$ cat config.mk
export PLATFORM = sky130hd
export DESIGN_NAME = iteration_palette_colormap_flat
export DESIGN_NICKNAME = d
export VERILOG_FILES = /design/src/ipcm_pkg.sv /design/src/ipcm_req_if.sv /design/src/ipcm_rsp_if.sv /design/src/ipcm_divider.sv /design/src/ipcm_shader.sv /design/src/iteration_palette_colormap.sv /design/src/flat_wrapper.sv
export SDC_FILE = /design/constraint.sdc
export NUM_CORES = 2
export LEC_CHECK = 0
export BUFFER_PORTS_ARGS = -buffer_cell sky130_fd_sc_hd__buf_2
export CORE_ASPECT_RATIO = 2
export CORE_MARGIN = 3
export CORE_UTILIZATION = 55
export DETAILED_ROUTE_END_ITERATION = 7
export GPL_TIMING_DRIVEN = 0
export PLACE_DENSITY = 0.77
export SYNTH_ARGS = -nofsm -noshare
export SYNTH_HDL_FRONTEND = slang
export SYNTH_SLANG_ARGS = --single-unit
$ cat constraint.sdc
create_clock -name clock -period 6.2 [get_ports clock]
set_input_delay 0.31 -clock clock [delete_from_list [all_inputs] [get_ports clock]]
set_output_delay 0.31 -clock clock [all_outputs]
set_load 0.005 [all_outputs]
$ cat src/ipcm_pkg.sv
// Shared types, constants and the sine table for the iteration palette colormap.
// Used by every module of the block; depends on nothing else.
`default_nettype none

package ipcm_pkg;

   localparam int CountWidth     = 16;
   localparam int ColorWidth     = 8;
   localparam int PaletteWidth   = 4;
   localparam int CsrIndexWidth  = 1;
   localparam int CsrDataWidth   = 16;
   localparam int FracBitsDefault = 16;

   localparam logic [CountWidth-1:0]   MaxIterReset = 16'd256;
   localparam logic [PaletteWidth-1:0] PaletteReset = 4'd0;

   localparam int RampGain    = 255;
   localparam int VioletRGain = 148;
   localparam int VioletBGain = 211;

   localparam int SineDepth    = 256;
   localparam int SineIdxWidth = 8;
   localparam int SineOffsetG  = (SineDepth + 1) / 3;
   localparam int SineOffsetB  = (2 * SineDepth + 1) / 3;

   typedef enum logic [CsrIndexWidth-1:0] {
      CSR_MAX_ITERATIONS = 1'b0,
      CSR_PALETTE        = 1'b1
   } csr_index_type;

   typedef enum logic [PaletteWidth-1:0] {
      PAL_GRAY      = 4'd0,
      PAL_RED       = 4'd1,
      PAL_ORANGE    = 4'd2,
      PAL_YELLOW    = 4'd3,
      PAL_GREEN     = 4'd4,
      PAL_CYAN      = 4'd5,
      PAL_BLUE      = 4'd6,
      PAL_VIOLET    = 4'd7,
      PAL_SINE      = 4'd8,
      PAL_PIECEWISE = 4'd9
   } palette_type;

   localparam logic [7:0] QuarterWave [0:64] = '{
      8'd128, 8'd131, 8'd134, 8'd137, 8'd140, 8'd143, 8'd146, 8'd149, 8'd152, 8'd155,
      8'd158, 8'd162, 8'd165, 8'd167, 8'd170, 8'd173, 8'd176, 8'd179, 8'd182, 8'd185,
      8'd188, 8'd190, 8'd193, 8'd196, 8'd198, 8'd201, 8'd203, 8'd206, 8'd208, 8'd211,
      8'd213, 8'd215, 8'd218, 8'd220, 8'd222, 8'd224, 8'd226, 8'd228, 8'd230, 8'd232,
      8'd234, 8'd235, 8'd237, 8'd238, 8'd240, 8'd241, 8'd243, 8'd244, 8'd245, 8'd246,
      8'd248, 8'd249, 8'd250, 8'd250, 8'd251, 8'd252, 8'd253, 8'd253, 8'd254, 8'd254,
      8'd254, 8'd255, 8'd255, 8'd255, 8'd255
   };

   function automatic logic [7:0] half_wave(input logic [6:0] phase);
      logic [7:0] mirror;
      mirror = 8'd128 - {1'b0, phase};
      if (phase <= 7'd64) begin
         return QuarterWave[phase];
      end
      return QuarterWave[mirror[6:0]];
   endfunction

   // The midpoint of the wave is rounded away from zero and so reads 128.
   function automatic logic [ColorWidth-1:0] sine_value(input logic [SineIdxWidth-1:0] phase);
      if (!phase[7]) begin
         return half_wave(phase[6:0]);
      end
      if (phase == 8'd128) begin
         return 8'd128;
      end
      return 8'd255 - half_wave(phase[6:0]);
   endfunction

endpackage

`default_nettype wire

$ cat src/ipcm_req_if.sv
// Input channel carrying one iteration count per transfer.
// Depends on ipcm_pkg for the field width.
`default_nettype none

interface ipcm_req_if;
   logic                             valid;
   logic                             ready;
   logic [ipcm_pkg::CountWidth-1:0]  iteration_count;

   modport source (output valid, output iteration_count, input ready);
   modport sink   (input valid, input iteration_count, output ready);
endinterface

`default_nettype wire

$ cat src/ipcm_rsp_if.sv
// Result channel carrying one RGB pixel per transfer.
// Depends on ipcm_pkg for the field widths.
`default_nettype none

interface ipcm_rsp_if;
   logic                             valid;
   logic                             ready;
   logic [ipcm_pkg::ColorWidth-1:0]  red;
   logic [ipcm_pkg::ColorWidth-1:0]  green;
   logic [ipcm_pkg::ColorWidth-1:0]  blue;

   modport source (output valid, output red, output green, output blue, input ready);
   modport sink   (input valid, input red, input green, input blue, output ready);
endinterface

`default_nettype wire

$ cat src/ipcm_divider.sv
// Pipelined restoring divider producing the fraction count * 2^FRAC_BITS / limit,
// one quotient bit per stage, plus the inside-the-set flag. Depends on ipcm_pkg.
`default_nettype none

module ipcm_divider #(
   parameter int FRAC_BITS = ipcm_pkg::FracBitsDefault
) (
   input  wire logic                                clock,
   input  wire logic                                reset,
   input  wire logic [ipcm_pkg::CountWidth-1:0]     max_iterations,
   input  wire logic                                in_valid,
   output logic                                     in_ready,
   input  wire logic [ipcm_pkg::CountWidth-1:0]     in_count,
   output logic                                     out_valid,
   input  wire logic                                out_ready,
   output logic                                     out_black,
   output logic [FRAC_BITS-1:0]                     out_frac
);

   localparam int CW = ipcm_pkg::CountWidth;

   logic [FRAC_BITS:0]   valid_ff;
   logic [FRAC_BITS:0]   valid_in;
   logic [FRAC_BITS+1:0] load;
   logic [CW-1:0]        rem_ff   [0:FRAC_BITS];
   logic [CW-1:0]        rem_in   [0:FRAC_BITS];
   logic [FRAC_BITS-1:0] quo_ff   [0:FRAC_BITS];
   logic [FRAC_BITS-1:0] quo_in   [0:FRAC_BITS];
   logic [FRAC_BITS:0]   black_ff;
   logic [FRAC_BITS:0]   black_in;

   assign load[FRAC_BITS+1] = out_ready;
   assign valid_in[0]       = in_valid;
   assign rem_in[0]         = in_count;
   assign quo_in[0]         = '0;
   assign black_in[0]       = (in_count >= max_iterations);

   for (genvar i = 1; i <= FRAC_BITS; i++) begin : g_step
      logic [CW:0] dbl;
      logic [CW:0] diff;
      logic        qbit;

      assign dbl         = {rem_ff[i-1], 1'b0};
      assign diff        = dbl - {1'b0, max_iterations};
      assign qbit        = !diff[CW];
      assign rem_in[i]   = qbit ? diff[CW-1:0] : dbl[CW-1:0];
      assign quo_in[i]   = {quo_ff[i-1][FRAC_BITS-2:0], qbit};
      assign black_in[i] = black_ff[i-1];
      assign valid_in[i] = valid_ff[i-1];
   end

   for (genvar i = 0; i <= FRAC_BITS; i++) begin : g_stage
      assign load[i] = !valid_ff[i] || load[i+1];

      always_ff @(posedge clock) begin
         if (reset) begin
            valid_ff[i] <= 1'b0;
         end else if (load[i]) begin
            valid_ff[i] <= valid_in[i];
         end
      end

      always_ff @(posedge clock) begin
         if (load[i]) begin
            rem_ff[i]   <= rem_in[i];
            quo_ff[i]   <= quo_in[i];
            black_ff[i] <= black_in[i];
         end
      end
   end

   assign in_ready  = load[0];
   assign out_valid = valid_ff[FRAC_BITS];
   assign out_black = black_ff[FRAC_BITS];
   assign out_frac  = quo_ff[FRAC_BITS];

   a_rem_below_limit: assert property (@(posedge clock) disable iff (reset)
      (valid_ff[FRAC_BITS] && !black_ff[FRAC_BITS]) |-> (rem_ff[FRAC_BITS] < max_iterations))
      else $error("Division remainder reached the iteration limit.");

endmodule

`default_nettype wire

$ cat src/ipcm_shader.sv
// Colour stage: forms the ramp products and sine lookups from the fraction, then
// selects the palette into the output register. Depends on ipcm_pkg.
`default_nettype none

module ipcm_shader #(
   parameter int FRAC_BITS = ipcm_pkg::FracBitsDefault
) (
   input  wire logic                                clock,
   input  wire logic                                reset,
   input  wire logic [ipcm_pkg::PaletteWidth-1:0]   palette,
   input  wire logic                                in_valid,
   output logic                                     in_ready,
   input  wire logic                                in_black,
   input  wire logic [FRAC_BITS-1:0]                in_frac,
   output logic                                     out_valid,
   input  wire logic                                out_ready,
   output logic [ipcm_pkg::ColorWidth-1:0]          out_red,
   output logic [ipcm_pkg::ColorWidth-1:0]          out_green,
   output logic [ipcm_pkg::ColorWidth-1:0]          out_blue
);

   localparam int PW  = FRAC_BITS + 8;
   localparam int UW  = FRAC_BITS - 2;
   localparam int SW  = ipcm_pkg::SineIdxWidth;
   localparam logic [UW:0] Quarter = {1'b1, {UW{1'b0}}};

   typedef logic [ipcm_pkg::ColorWidth-1:0] color_type;

   logic [PW-1:0]   prod_ramp;
   logic [PW-1:0]   prod_vr;
   logic [PW-1:0]   prod_vb;
   logic [UW-1:0]   frac_low;
   logic [UW:0]     down_base;
   logic [UW+7:0]   prod_up;
   logic [UW+7:0]   prod_down;
   logic [SW-1:0]   sine_idx;

   color_type ramp_in, orange_in, vr_in, vb_in, up_in, down_in, sr_in, sg_in, sb_in;
   color_type ramp_ff, orange_ff, vr_ff, vb_ff, up_ff, down_ff, sr_ff, sg_ff, sb_ff;
   logic [1:0] seg_ff;
   logic       black_ff;
   logic       s1_valid_ff;
   logic       s1_load;
   logic       out_load;

   color_type red_in, green_in, blue_in;
   color_type red_ff, green_ff, blue_ff;
   logic      out_valid_ff;

   assign prod_ramp = {8'd0, in_frac} * PW'(ipcm_pkg::RampGain);
   assign prod_vr   = {8'd0, in_frac} * PW'(ipcm_pkg::VioletRGain);
   assign prod_vb   = {8'd0, in_frac} * PW'(ipcm_pkg::VioletBGain);
   assign frac_low  = in_frac[UW-1:0];
   assign down_base = Quarter - {1'b0, frac_low};
   assign prod_up   = {8'd0, frac_low} * (UW+8)'(ipcm_pkg::RampGain);
   assign prod_down = {7'd0, down_base} * (UW+8)'(ipcm_pkg::RampGain);
   assign sine_idx  = in_frac[FRAC_BITS-1 -: SW];

   assign ramp_in   = prod_ramp[FRAC_BITS+7:FRAC_BITS];
   assign orange_in = {1'b0, prod_ramp[FRAC_BITS+7:FRAC_BITS+1]};
   assign vr_in     = prod_vr[FRAC_BITS+7:FRAC_BITS];
   assign vb_in     = prod_vb[FRAC_BITS+7:FRAC_BITS];
   assign up_in     = prod_up[UW+7:UW];
   assign down_in   = prod_down[UW+7:UW];
   assign sr_in     = ipcm_pkg::sine_value(sine_idx);
   assign sg_in     = ipcm_pkg::sine_value(sine_idx + SW'(ipcm_pkg::SineOffsetG));
   assign sb_in     = ipcm_pkg::sine_value(sine_idx + SW'(ipcm_pkg::SineOffsetB));

   assign out_load = !out_valid_ff || out_ready;
   assign s1_load  = !s1_valid_ff || out_load;
   assign in_ready = s1_load;

   always_ff @(posedge clock) begin
      if (reset) begin
         s1_valid_ff <= 1'b0;
      end else if (s1_load) begin
         s1_valid_ff <= in_valid;
      end
   end

   always_ff @(posedge clock) begin
      if (s1_load) begin
         ramp_ff   <= ramp_in;
         orange_ff <= orange_in;
         vr_ff     <= vr_in;
         vb_ff     <= vb_in;
         up_ff     <= up_in;
         down_ff   <= down_in;
         sr_ff     <= sr_in;
         sg_ff     <= sg_in;
         sb_ff     <= sb_in;
         seg_ff    <= in_frac[FRAC_BITS-1:FRAC_BITS-2];
         black_ff  <= in_black;
      end
   end

   always_comb begin
      red_in   = '0;
      green_in = '0;
      blue_in  = '0;
      case (ipcm_pkg::palette_type'(palette))
         ipcm_pkg::PAL_GRAY: begin
            red_in   = ramp_ff;
            green_in = ramp_ff;
            blue_in  = ramp_ff;
         end
         ipcm_pkg::PAL_RED: begin
            red_in = ramp_ff;
         end
         ipcm_pkg::PAL_ORANGE: begin
            red_in   = ramp_ff;
            green_in = orange_ff;
         end
         ipcm_pkg::PAL_YELLOW: begin
            red_in   = ramp_ff;
            green_in = ramp_ff;
         end
         ipcm_pkg::PAL_GREEN: begin
            green_in = ramp_ff;
         end
         ipcm_pkg::PAL_CYAN: begin
            green_in = ramp_ff;
            blue_in  = ramp_ff;
         end
         ipcm_pkg::PAL_BLUE: begin
            blue_in = ramp_ff;
         end
         ipcm_pkg::PAL_VIOLET: begin
            red_in  = vr_ff;
            blue_in = vb_ff;
         end
         ipcm_pkg::PAL_SINE: begin
            red_in   = sr_ff;
            green_in = sg_ff;
            blue_in  = sb_ff;
         end
         ipcm_pkg::PAL_PIECEWISE: begin
            case (seg_ff)
               2'd0: begin
                  blue_in = up_ff;
               end
               2'd1: begin
                  green_in = up_ff;
                  blue_in  = 8'd255;
               end
               2'd2: begin
                  red_in   = up_ff;
                  green_in = 8'd255;
                  blue_in  = 8'd255;
               end
               default: begin
                  red_in   = 8'd255;
                  green_in = 8'd255;
                  blue_in  = down_ff;
               end
            endcase
         end
         default: begin
         end
      endcase
      if (black_ff) begin
         red_in   = '0;
         green_in = '0;
         blue_in  = '0;
      end
   end

   always_ff @(posedge clock) begin
      if (reset) begin
         out_valid_ff <= 1'b0;
      end else if (out_load) begin
         out_valid_ff <= s1_valid_ff;
      end
   end

   always_ff @(posedge clock) begin
      if (out_load) begin
         red_ff   <= red_in;
         green_ff <= green_in;
         blue_ff  <= blue_in;
      end
   end

   assign out_valid = out_valid_ff;
   assign out_red   = red_ff;
   assign out_green = green_ff;
   assign out_blue  = blue_ff;

   a_black_inside: assert property (@(posedge clock) disable iff (reset)
      (s1_valid_ff && out_load && black_ff)
      |=> (red_ff == '0 && green_ff == '0 && blue_ff == '0))
      else $error("A pixel inside the set did not come out black.");

   a_top_segment_red: assert property (@(posedge clock) disable iff (reset)
      (s1_valid_ff && out_load && !black_ff && seg_ff == 2'd3
       && palette == ipcm_pkg::PAL_PIECEWISE)
      |=> (red_ff == 8'd255 && green_ff == 8'd255))
      else $error("Top piecewise segment did not saturate red and green.");

endmodule

`default_nettype wire

$ cat src/iteration_palette_colormap.sv
// Escape-time palette colormap: each input transfer passes through the divider pipeline,
// one quotient bit per stage, and then the shader's product and output registers.
// Throughput is one pixel per cycle; stalls on the result side fill the pipeline.
// Synchronous reset empties the pipeline and sets the limit to 256 and the palette to gray.
// Depends on ipcm_pkg, ipcm_req_if, ipcm_rsp_if, ipcm_divider and ipcm_shader.
`default_nettype none

module iteration_palette_colormap #(
   parameter int FRAC_BITS = ipcm_pkg::FracBitsDefault
) (
   input  wire logic                                  clock,
   input  wire logic                                  reset,
   ipcm_req_if.sink                                   req_chan,
   ipcm_rsp_if.source                                 rsp_chan,
   input  wire logic                                  csr_wr_en,
   input  wire logic [ipcm_pkg::CsrIndexWidth-1:0]    csr_index,
   input  wire logic [ipcm_pkg::CsrDataWidth-1:0]     csr_wr_data
);

   logic [ipcm_pkg::CountWidth-1:0]   max_iter_ff;
   logic [ipcm_pkg::CountWidth-1:0]   max_iter_in;
   logic [ipcm_pkg::PaletteWidth-1:0] palette_ff;
   logic [ipcm_pkg::PaletteWidth-1:0] palette_in;

   logic                 div_valid;
   logic                 div_ready;
   logic                 div_black;
   logic [FRAC_BITS-1:0] div_frac;

   always_comb begin
      max_iter_in = max_iter_ff;
      palette_in  = palette_ff;
      if (csr_wr_en) begin
         case (ipcm_pkg::csr_index_type'(csr_index))
            ipcm_pkg::CSR_MAX_ITERATIONS: begin
               max_iter_in = csr_wr_data[ipcm_pkg::CountWidth-1:0];
            end
            ipcm_pkg::CSR_PALETTE: begin
               palette_in = csr_wr_data[ipcm_pkg::PaletteWidth-1:0];
            end
            default: begin
            end
         endcase
      end
   end

   always_ff @(posedge clock) begin
      if (reset) begin
         max_iter_ff <= ipcm_pkg::MaxIterReset;
         palette_ff  <= ipcm_pkg::PaletteReset;
      end else begin
         max_iter_ff <= max_iter_in;
         palette_ff  <= palette_in;
      end
   end

   ipcm_divider #(
      .FRAC_BITS (FRAC_BITS)
   ) u_divider (
      .clock          (clock),
      .reset          (reset),
      .max_iterations (max_iter_ff),
      .in_valid       (req_chan.valid),
      .in_ready       (req_chan.ready),
      .in_count       (req_chan.iteration_count),
      .out_valid      (div_valid),
      .out_ready      (div_ready),
      .out_black      (div_black),
      .out_frac       (div_frac)
   );

   ipcm_shader #(
      .FRAC_BITS (FRAC_BITS)
   ) u_shader (
      .clock     (clock),
      .reset     (reset),
      .palette   (palette_ff),
      .in_valid  (div_valid),
      .in_ready  (div_ready),
      .in_black  (div_black),
      .in_frac   (div_frac),
      .out_valid (rsp_chan.valid),
      .out_ready (rsp_chan.ready),
      .out_red   (rsp_chan.red),
      .out_green (rsp_chan.green),
      .out_blue  (rsp_chan.blue)
   );

   a_limit_write: assert property (@(posedge clock) disable iff (reset)
      (csr_wr_en && csr_index == ipcm_pkg::CSR_MAX_ITERATIONS)
      |=> (max_iter_ff == $past(csr_wr_data)))
      else $error("Iteration limit write was not taken.");

endmodule

`default_nettype wire

$ cat src/flat_wrapper.sv
// flat-port wrapper written by rule: the top's interface ports become plain ports
module iteration_palette_colormap_flat 
#(
   parameter int FRAC_BITS = ipcm_pkg::FracBitsDefault
)
  (clock, reset, csr_wr_en, csr_index, csr_wr_data, req_chan_valid, req_chan_iteration_count, req_chan_ready, rsp_chan_valid, rsp_chan_red, rsp_chan_green, rsp_chan_blue, rsp_chan_ready);
  ipcm_req_if req_chan_i ();
  ipcm_rsp_if rsp_chan_i ();
  input  wire logic clock;
  input  wire logic reset;
  input  wire logic csr_wr_en;
  input  wire logic [ipcm_pkg::CsrIndexWidth-1:0] csr_index;
  input  wire logic [ipcm_pkg::CsrDataWidth-1:0] csr_wr_data;
  input wire logic [$bits(req_chan_i.valid)-1:0] req_chan_valid;
  input wire logic [$bits(req_chan_i.iteration_count)-1:0] req_chan_iteration_count;
  output wire logic [$bits(req_chan_i.ready)-1:0] req_chan_ready;
  output wire logic [$bits(rsp_chan_i.valid)-1:0] rsp_chan_valid;
  output wire logic [$bits(rsp_chan_i.red)-1:0] rsp_chan_red;
  output wire logic [$bits(rsp_chan_i.green)-1:0] rsp_chan_green;
  output wire logic [$bits(rsp_chan_i.blue)-1:0] rsp_chan_blue;
  input wire logic [$bits(rsp_chan_i.ready)-1:0] rsp_chan_ready;
  assign req_chan_i.valid = req_chan_valid;
  assign req_chan_i.iteration_count = req_chan_iteration_count;
  assign req_chan_ready = req_chan_i.ready;
  assign rsp_chan_valid = rsp_chan_i.valid;
  assign rsp_chan_red = rsp_chan_i.red;
  assign rsp_chan_green = rsp_chan_i.green;
  assign rsp_chan_blue = rsp_chan_i.blue;
  assign rsp_chan_i.ready = rsp_chan_ready;
  iteration_palette_colormap #(.FRAC_BITS(FRAC_BITS)) u_core (.clock(clock), .reset(reset), .req_chan(req_chan_i), .rsp_chan(rsp_chan_i), .csr_wr_en(csr_wr_en), .csr_index(csr_index), .csr_wr_data(csr_wr_data));
endmodule
# [Word-level counts from Yosys, hierarchy flattened]
# Memories as Yosys holds them, arrays and structs flattened.
# Cells that the tools add are included.
[totals] ff_bits=154 latchBits=0 mem_bits_rw=544 mem_bits_ro=6144 input_bits=38 word_cells=297 mem_count=8
[op_classes] addsub=25 mul=5 n_div=0 magnitude_cmp=10 n_eq_ne=14 shift=0 n_mux=113 bitwise_logic=7 reduce_logical=63
[mem_list] memory="(no name shown)" words=128 word_bits=8 rd=1 rd_clocked_by_memory_dff=0 wr=0 line_no="ipcm_pkg.sv:60" rtl="return QuarterWave[mirror[6:0]];"
[mem_list] memory="(no name shown)" words=128 word_bits=8 rd=1 rd_clocked_by_memory_dff=0 wr=0 line_no="ipcm_pkg.sv:58" rtl="return QuarterWave[phase];"
[mem_list] memory="(no name shown)" words=128 word_bits=8 rd=1 rd_clocked_by_memory_dff=0 wr=0 line_no="ipcm_pkg.sv:60"
[mem_list] memory="(no name shown)" words=128 word_bits=8 rd=1 rd_clocked_by_memory_dff=0 wr=0 line_no="ipcm_pkg.sv:58"
[mem_list] memory="(no name shown)" words=128 word_bits=8 rd=1 rd_clocked_by_memory_dff=0 wr=0 line_no="ipcm_pkg.sv:60"
[mem_list] memory="(no name shown)" words=128 word_bits=8 rd=1 rd_clocked_by_memory_dff=0 wr=0 line_no="ipcm_pkg.sv:58"
[mem_list] memory="2 more memories"
[ops] operator="8-bit 2-to-1 mux" count=39
[ops] operator="17-bit by 16-bit subtractor with 17-bit output" count=16
[ops] operator="16-bit 2-to-1 mux" count=16
[ops] operator="8-bit one-hot mux with 4 select lines" count=3
[ops] operator="1-bit 2-to-1 mux" count=52
[ops] operator="8-bit greater-or-equal comparator, second input constant" count=6
[ops] operator="16-bit by 8-bit multiplier with 24-bit output, second input constant" count=2
[ops] operator="7-bit inverter with 8-bit output" count=6
[ops] operator="8-bit one-hot mux with 2 select lines" count=3
[ops] operator="1-bit logical NOT" count=35
[ops] operator="8-bit == test, second input constant" count=3
[ops] operator="8-bit subtractor, first input constant" count=3
[ops] operator="14-bit by 8-bit multiplier with 22-bit output, second input constant" count=1
[ops] operator="15-bit by 8-bit multiplier with 22-bit output, second input constant" count=1
[ops] operator="16-bit by 6-bit multiplier with 22-bit output, second input constant" count=1
[ops] operator="7-bit less-or-equal comparator, second input constant" count=3
[ops] operator="1-bit by 7-bit subtractor with 7-bit output, first input constant" count=3
[ops] operator="1-bit logical OR" count=19
[ops] operator="4-bit by 3-bit == test with 1-bit output, second input constant" count=4
[ops] operator="16-bit greater-or-equal comparator" count=1
[ops] operator="15-bit by 14-bit subtractor with 15-bit output, first input constant" count=1
[ops] operator="8-bit by 7-bit adder with 8-bit output, second input constant" count=1
[ops] operator="8-bit adder, second input constant" count=1
[ops] operator="4-bit by 2-bit == test with 1-bit output, second input constant" count=2
[ops] operator="11 further kinds" count=15

# [Longest topological paths before layout]
[logic_depth] ltp_word=22 depth_mapped=25 mapped_depth_nobuf=25

# [Cells and area by module]
# From an unflattened synthesis, not the netlist that was laid out.
[unflattened] hier_cells=4202 area_unflattened_um2=45098.3
[by_module_without_submodules] mod="ipcm_divider" n_inst=1 cells_each=2277 area_per_inst_um2=27297.4 seq_area_each_um2=12622.1
[by_module_without_submodules] mod="ipcm_shader" n_inst=1 cells_each=1840 area_per_inst_um2=16856.2 seq_area_each_um2=2772.7
[by_module_without_submodules] mod="iteration_palette_colormap" n_inst=1 cells_each=85 area_per_inst_um2=944.7 seq_area_each_um2=400.4

# [Worst setup path before layout]
# Ideal clock, no wire load.
[synth_timing] path_kind="register to register" from="mem u_core.u_divider.quo_ff[0][264] (netlist bit)" to="reg u_core.u_shader.down_ff[7] (data pin)" setup_time_ns=0.260 t_arrival_ns=6.422 t_required_ns=5.940 slack_ns=-0.482 path_stages_with_launch=22 path_buffers=4 period_less_slack_ns=6.682 path_cell_list="edfxtp_1 clkbuf_1 inv_1 clkbuf_1 ha_1 clkbuf_1 clkbuf_1 nand3_1 or2_2 fa_1 fa_1 inv_1 fa_1 fa_1 inv_1 ha_1 or3_1 o221a_2 o31a_1 o21a_1 nor2_1 xnor2_1"
[synth_lines] item="start: declaration" line_no="ipcm_divider.sv:27" rtl="logic [FRAC_BITS-1:0] quo_ff [0:FRAC_BITS];"
[synth_lines] item="end signal: assignment" line_no="ipcm_shader.sv:88" rtl="down_ff <= down_in;"
[synth_lines] item="end: declaration" line_no="ipcm_shader.sv:39" rtl="color_type ramp_ff, orange_ff, vr_ff, vb_ff, up_ff, down_ff, sr_ff, sg_ff, sb_ff;"

==> out/results.tsv <==
metric	value	unit
timing.final.setup_violations	1	
report.final.hold_viol_count	0	
violations	DRC, capacitance limit, slew limit, setup timing	
drt_wl_total	129000	µm
global_route.peak_usage_layer	met2	
syn-num-nets	4927	
required	6.55	ns
hpwl	94300	µm
groute.layer.met3.usage	7.69	%
most-common-layout-cells	501 x sky130_fd_sc_hd__ha_1, 500 x sky130_fd_sc_hd__edfxtp_1, 382 x sky130_fd_sc_hd__inv_1	
avg_inst_size_synth	10.5	µm²
finalNetCount	5138	
layout_min_cycle_time	6.22	ns
cp_max_fo	7	
global_route_wire_length_before_repair	196000	µm
ys_seq_elements	539	
portBuffers	62	
holdCritPathClass	in -> reg	
grt_setup_unrepaired	yes	
postSynthCellCount	4201	
route.detailed.vias_per_inst	6.26	
synth_largest_area_cell	sky130_fd_sc_hd__edfxtp_1	
worst_slew_pin_slew	1.50	ns
timing.setup.critical_path_class	reg -> reg	
antenna_found_initial	6	
fp.dieH	407	µm
final.setup.tns	-0.0220	ns
post_route_cells_drive_above_1_share	12.7	%
max_slew_margin	-0.0773	%
synthArstFlopShare	0	%
layout-area-overhead-vs-synth	10.7	%
cts_buffer_depth	3	
postLayoutCoreUtil	61.6	%
clock_tree.htree_level_count	2	
synth-edff-count	500	
core_area	0.0795	mm²
cp-end-kind	flip-flop	
synth_area	0.0442	mm²
synth.top_cell.area_share	34.0	%
pin_count_of_the_biggest_net_entering_global_routing	68	
ys_seq_area_share	35.7	%
rows	146	
clock_latency	0.67	ns
cts_inserted_buffers	53	
drv_cap	2	
worst_setup_hold_path_clk_slew	0.06	ns
cp-start-kind	flip-flop	
ios	64	
rd_place_congestion	0.991	
synth.yosys.warnings	0	
finalClockSkew	0.0554	ns
place.detailed.instances	5302	
wl_per_cell	23.5	µm
floorplan.die.width	206	µm
groute.layer.met2.usage	56.2	%
setup_slack	-0.0220	ns
max_clock_freq	0.161	GHz
detail_route.drc_violations	1	
fin_worst_hold_slack	0.0446	ns
synth.area.top_cells	sky130_fd_sc_hd__edfxtp_1 34%, sky130_fd_sc_hd__ha_1 14%, sky130_fd_sc_hd__fa_1 8.3%	
layoutNonFillerInstCount	5496	
predominant_post_synthesis_flop_cell	sky130_fd_sc_hd__edfxtp_1	
globalRoute.totalOverflow	0	
ant_nets	0	
crit_arrival	6.57	ns
clock-root-buffer	sky130_fd_sc_hd__clkbuf_16	
grt.total_usage	31.0	%
clock_tree_from_tritoncts	built	
status	finished with violations	
sinks_on_the_clock_net	539	
met1_usage	26.0	%
start_util	55.6	%
yosys.cell_types.count	90	
drt_first_pass_iters	8	
floorplan.die_area	0.0840	mm²
detail_route.iter0.violations	2023	
mostFrequentLayoutCell	sky130_fd_sc_hd__ha_1	
routed_via_count	34392	
timing.final.max_slew_violations	9	
fin_crit_sh	100	%
number_of_global_route_vias_before_repair	35550	
Yosys cell counts (23+ instances only):
master	n
sky130_fd_sc_hd__dfxtp_1	39
sky130_fd_sc_hd__a211oi_1	55
sky130_fd_sc_hd__nor3_1	68
sky130_fd_sc_hd__ha_1	504
sky130_fd_sc_hd__edfxtp_1	500
sky130_fd_sc_hd__a31oi_1	35
sky130_fd_sc_hd__inv_1	400
sky130_fd_sc_hd__nand2_1	234
sky130_fd_sc_hd__nand2b_1	42
sky130_fd_sc_hd__nor2b_1	54
sky130_fd_sc_hd__o21a_1	70
sky130_fd_sc_hd__and2_1	31
sky130_fd_sc_hd__mux2i_1	48
sky130_fd_sc_hd__and3_1	23
sky130_fd_sc_hd__nor2_1	273
sky130_fd_sc_hd__o211ai_1	47
sky130_fd_sc_hd__a21oi_1	291
sky130_fd_sc_hd__a221oi_1	28
sky130_fd_sc_hd__nand3_1	84
sky130_fd_sc_hd__xnor2_1	216
sky130_fd_sc_hd__mux2_2	191
sky130_fd_sc_hd__o21ai_0	190
sky130_fd_sc_hd__xor2_1	72
sky130_fd_sc_hd__fa_1	184
sky130_fd_sc_hd__or3_1	38
sky130_fd_sc_hd__a21o_1	48
sky130_fd_sc_hd__clkbuf_1	76
final cells by class:
cell class                 count  area, µm²
buffer                       112        526
antenna                        3       7.51
inverter                     403       1560
fill                        6524      30500
clock inverter                42        424
timing repair inverter         2       10.0
tap                         1036       1300
clock buffer                  58       1360
timing repair buffer         157       1210
multi-input combinational   3144      26800
sequential                   539      15800
through the flow:
stage,worst slack [ns],area [µm²]
after floorplan,0.0460,44200
after global placement,-1.89,45800
after detailed placement,-1.92,45900
after CTS,-0.00770,48600
after global routing,-0.203,48900
final,-0.0220,48900
path summary, 6_finish.rpt:
check,start,endpoint,slack [ns],depth (start not counted)
max,u_core.u_divider.quo_ff[0][259]$_DFFE_PP_,u_core.u_shader.down_ff[7]$_DFFE_PP_,-0.02,24
min,csr_wr_en,u_core.palette_ff[1]$_SDFFE_PP0P_,0.04,3
max reg2reg,u_core.u_divider.quo_ff[0][259]$_DFFE_PP_,u_core.u_shader.down_ff[7]$_DFFE_PP_,-0.02,24
min reg2reg,u_core.u_divider.quo_ff[0][228]$_DFFE_PP_,u_core.u_divider.quo_ff[0][245]$_DFFE_PP_,0.40,0
layer usage:
| layer | share of wire [%] | wire (µm) |
|---|---|---|
| met3 | 5.7 | 7300 |
| met5 | 0.0054 | 7 |
| met1 | 30 | 38200 |
| met4 | 13 | 16500 |
| met2 | 52 | 66900 |
timing repair:
action | in CTS | in global routing
hold endpoints to repair | 37 | 0
pin swaps | 6 | 7
buffers inserted | 35 | 18
gates cloned | 3 | 0
hold buffers | 33 | 0
gates resized for setup | 62 | 25
endpoints found under the setup margin | 88 | 33
sequential cells by signal, indices dropped and copies added, names as in the netlist, 4 cells and up:
register / cells
u_core.max_iter_ff: 16
u_core.palette_ff: 4
u_core.u_divider.black_ff: 16
u_core.u_divider.quo_ff: 136
u_core.u_divider.rem_ff: 256
u_core.u_divider.valid_ff: 16
u_core.u_shader.down_ff: 8
u_core.u_shader.out_blue: 8
u_core.u_shader.out_green: 8
u_core.u_shader.out_red: 8
u_core.u_shader.ramp_ff: 8
u_core.u_shader.sb_ff: 8
u_core.u_shader.sg_ff: 8
u_core.u_shader.sr_ff: 8
u_core.u_shader.up_ff: 8
u_core.u_shader.vb_ff: 8
u_core.u_shader.vr_ff: 8
kinds of logic after synthesis:
group,count (synthesis),synth area share (%)
simple gates,912,9.81
compound gates,996,14.9
fa+ha+maj,693,22.7
flops,539,35.7
buf+inv,518,4.47
mux,252,6.51
xor+xnor,291,5.84
critical path: stages (launching register included):
cell,delay (ns)
sky130_fd_sc_hd__edfxtp_1,0.45
sky130_fd_sc_hd__inv_2,0.21
sky130_fd_sc_hd__ha_1,0.29
sky130_fd_sc_hd__nand2_1,0.19
sky130_fd_sc_hd__xnor2_4,0.36
sky130_fd_sc_hd__xnor2_2,0.20
sky130_fd_sc_hd__inv_1,0.07
sky130_fd_sc_hd__ha_1,0.19
sky130_fd_sc_hd__a21o_1,0.20
sky130_fd_sc_hd__ha_1,0.33
sky130_fd_sc_hd__xor2_1,0.19
sky130_fd_sc_hd__fa_1,0.55
sky130_fd_sc_hd__inv_1,0.05
sky130_fd_sc_hd__fa_1,0.50
sky130_fd_sc_hd__inv_1,0.06
sky130_fd_sc_hd__ha_1,0.17
sky130_fd_sc_hd__a21o_1,0.18
sky130_fd_sc_hd__a21o_1,0.18
sky130_fd_sc_hd__a211oi_2,0.24
sky130_fd_sc_hd__o211ai_1,0.17
sky130_fd_sc_hd__o221a_2,0.29
sky130_fd_sc_hd__o31a_1,0.30
sky130_fd_sc_hd__o21a_1,0.23
sky130_fd_sc_hd__nor2_2,0.20
sky130_fd_sc_hd__xnor2_4,0.17
Power is left out: the tool's default activity adds up to more than one toggle a clock period on the data nets, which glitch-free logic cannot reach.
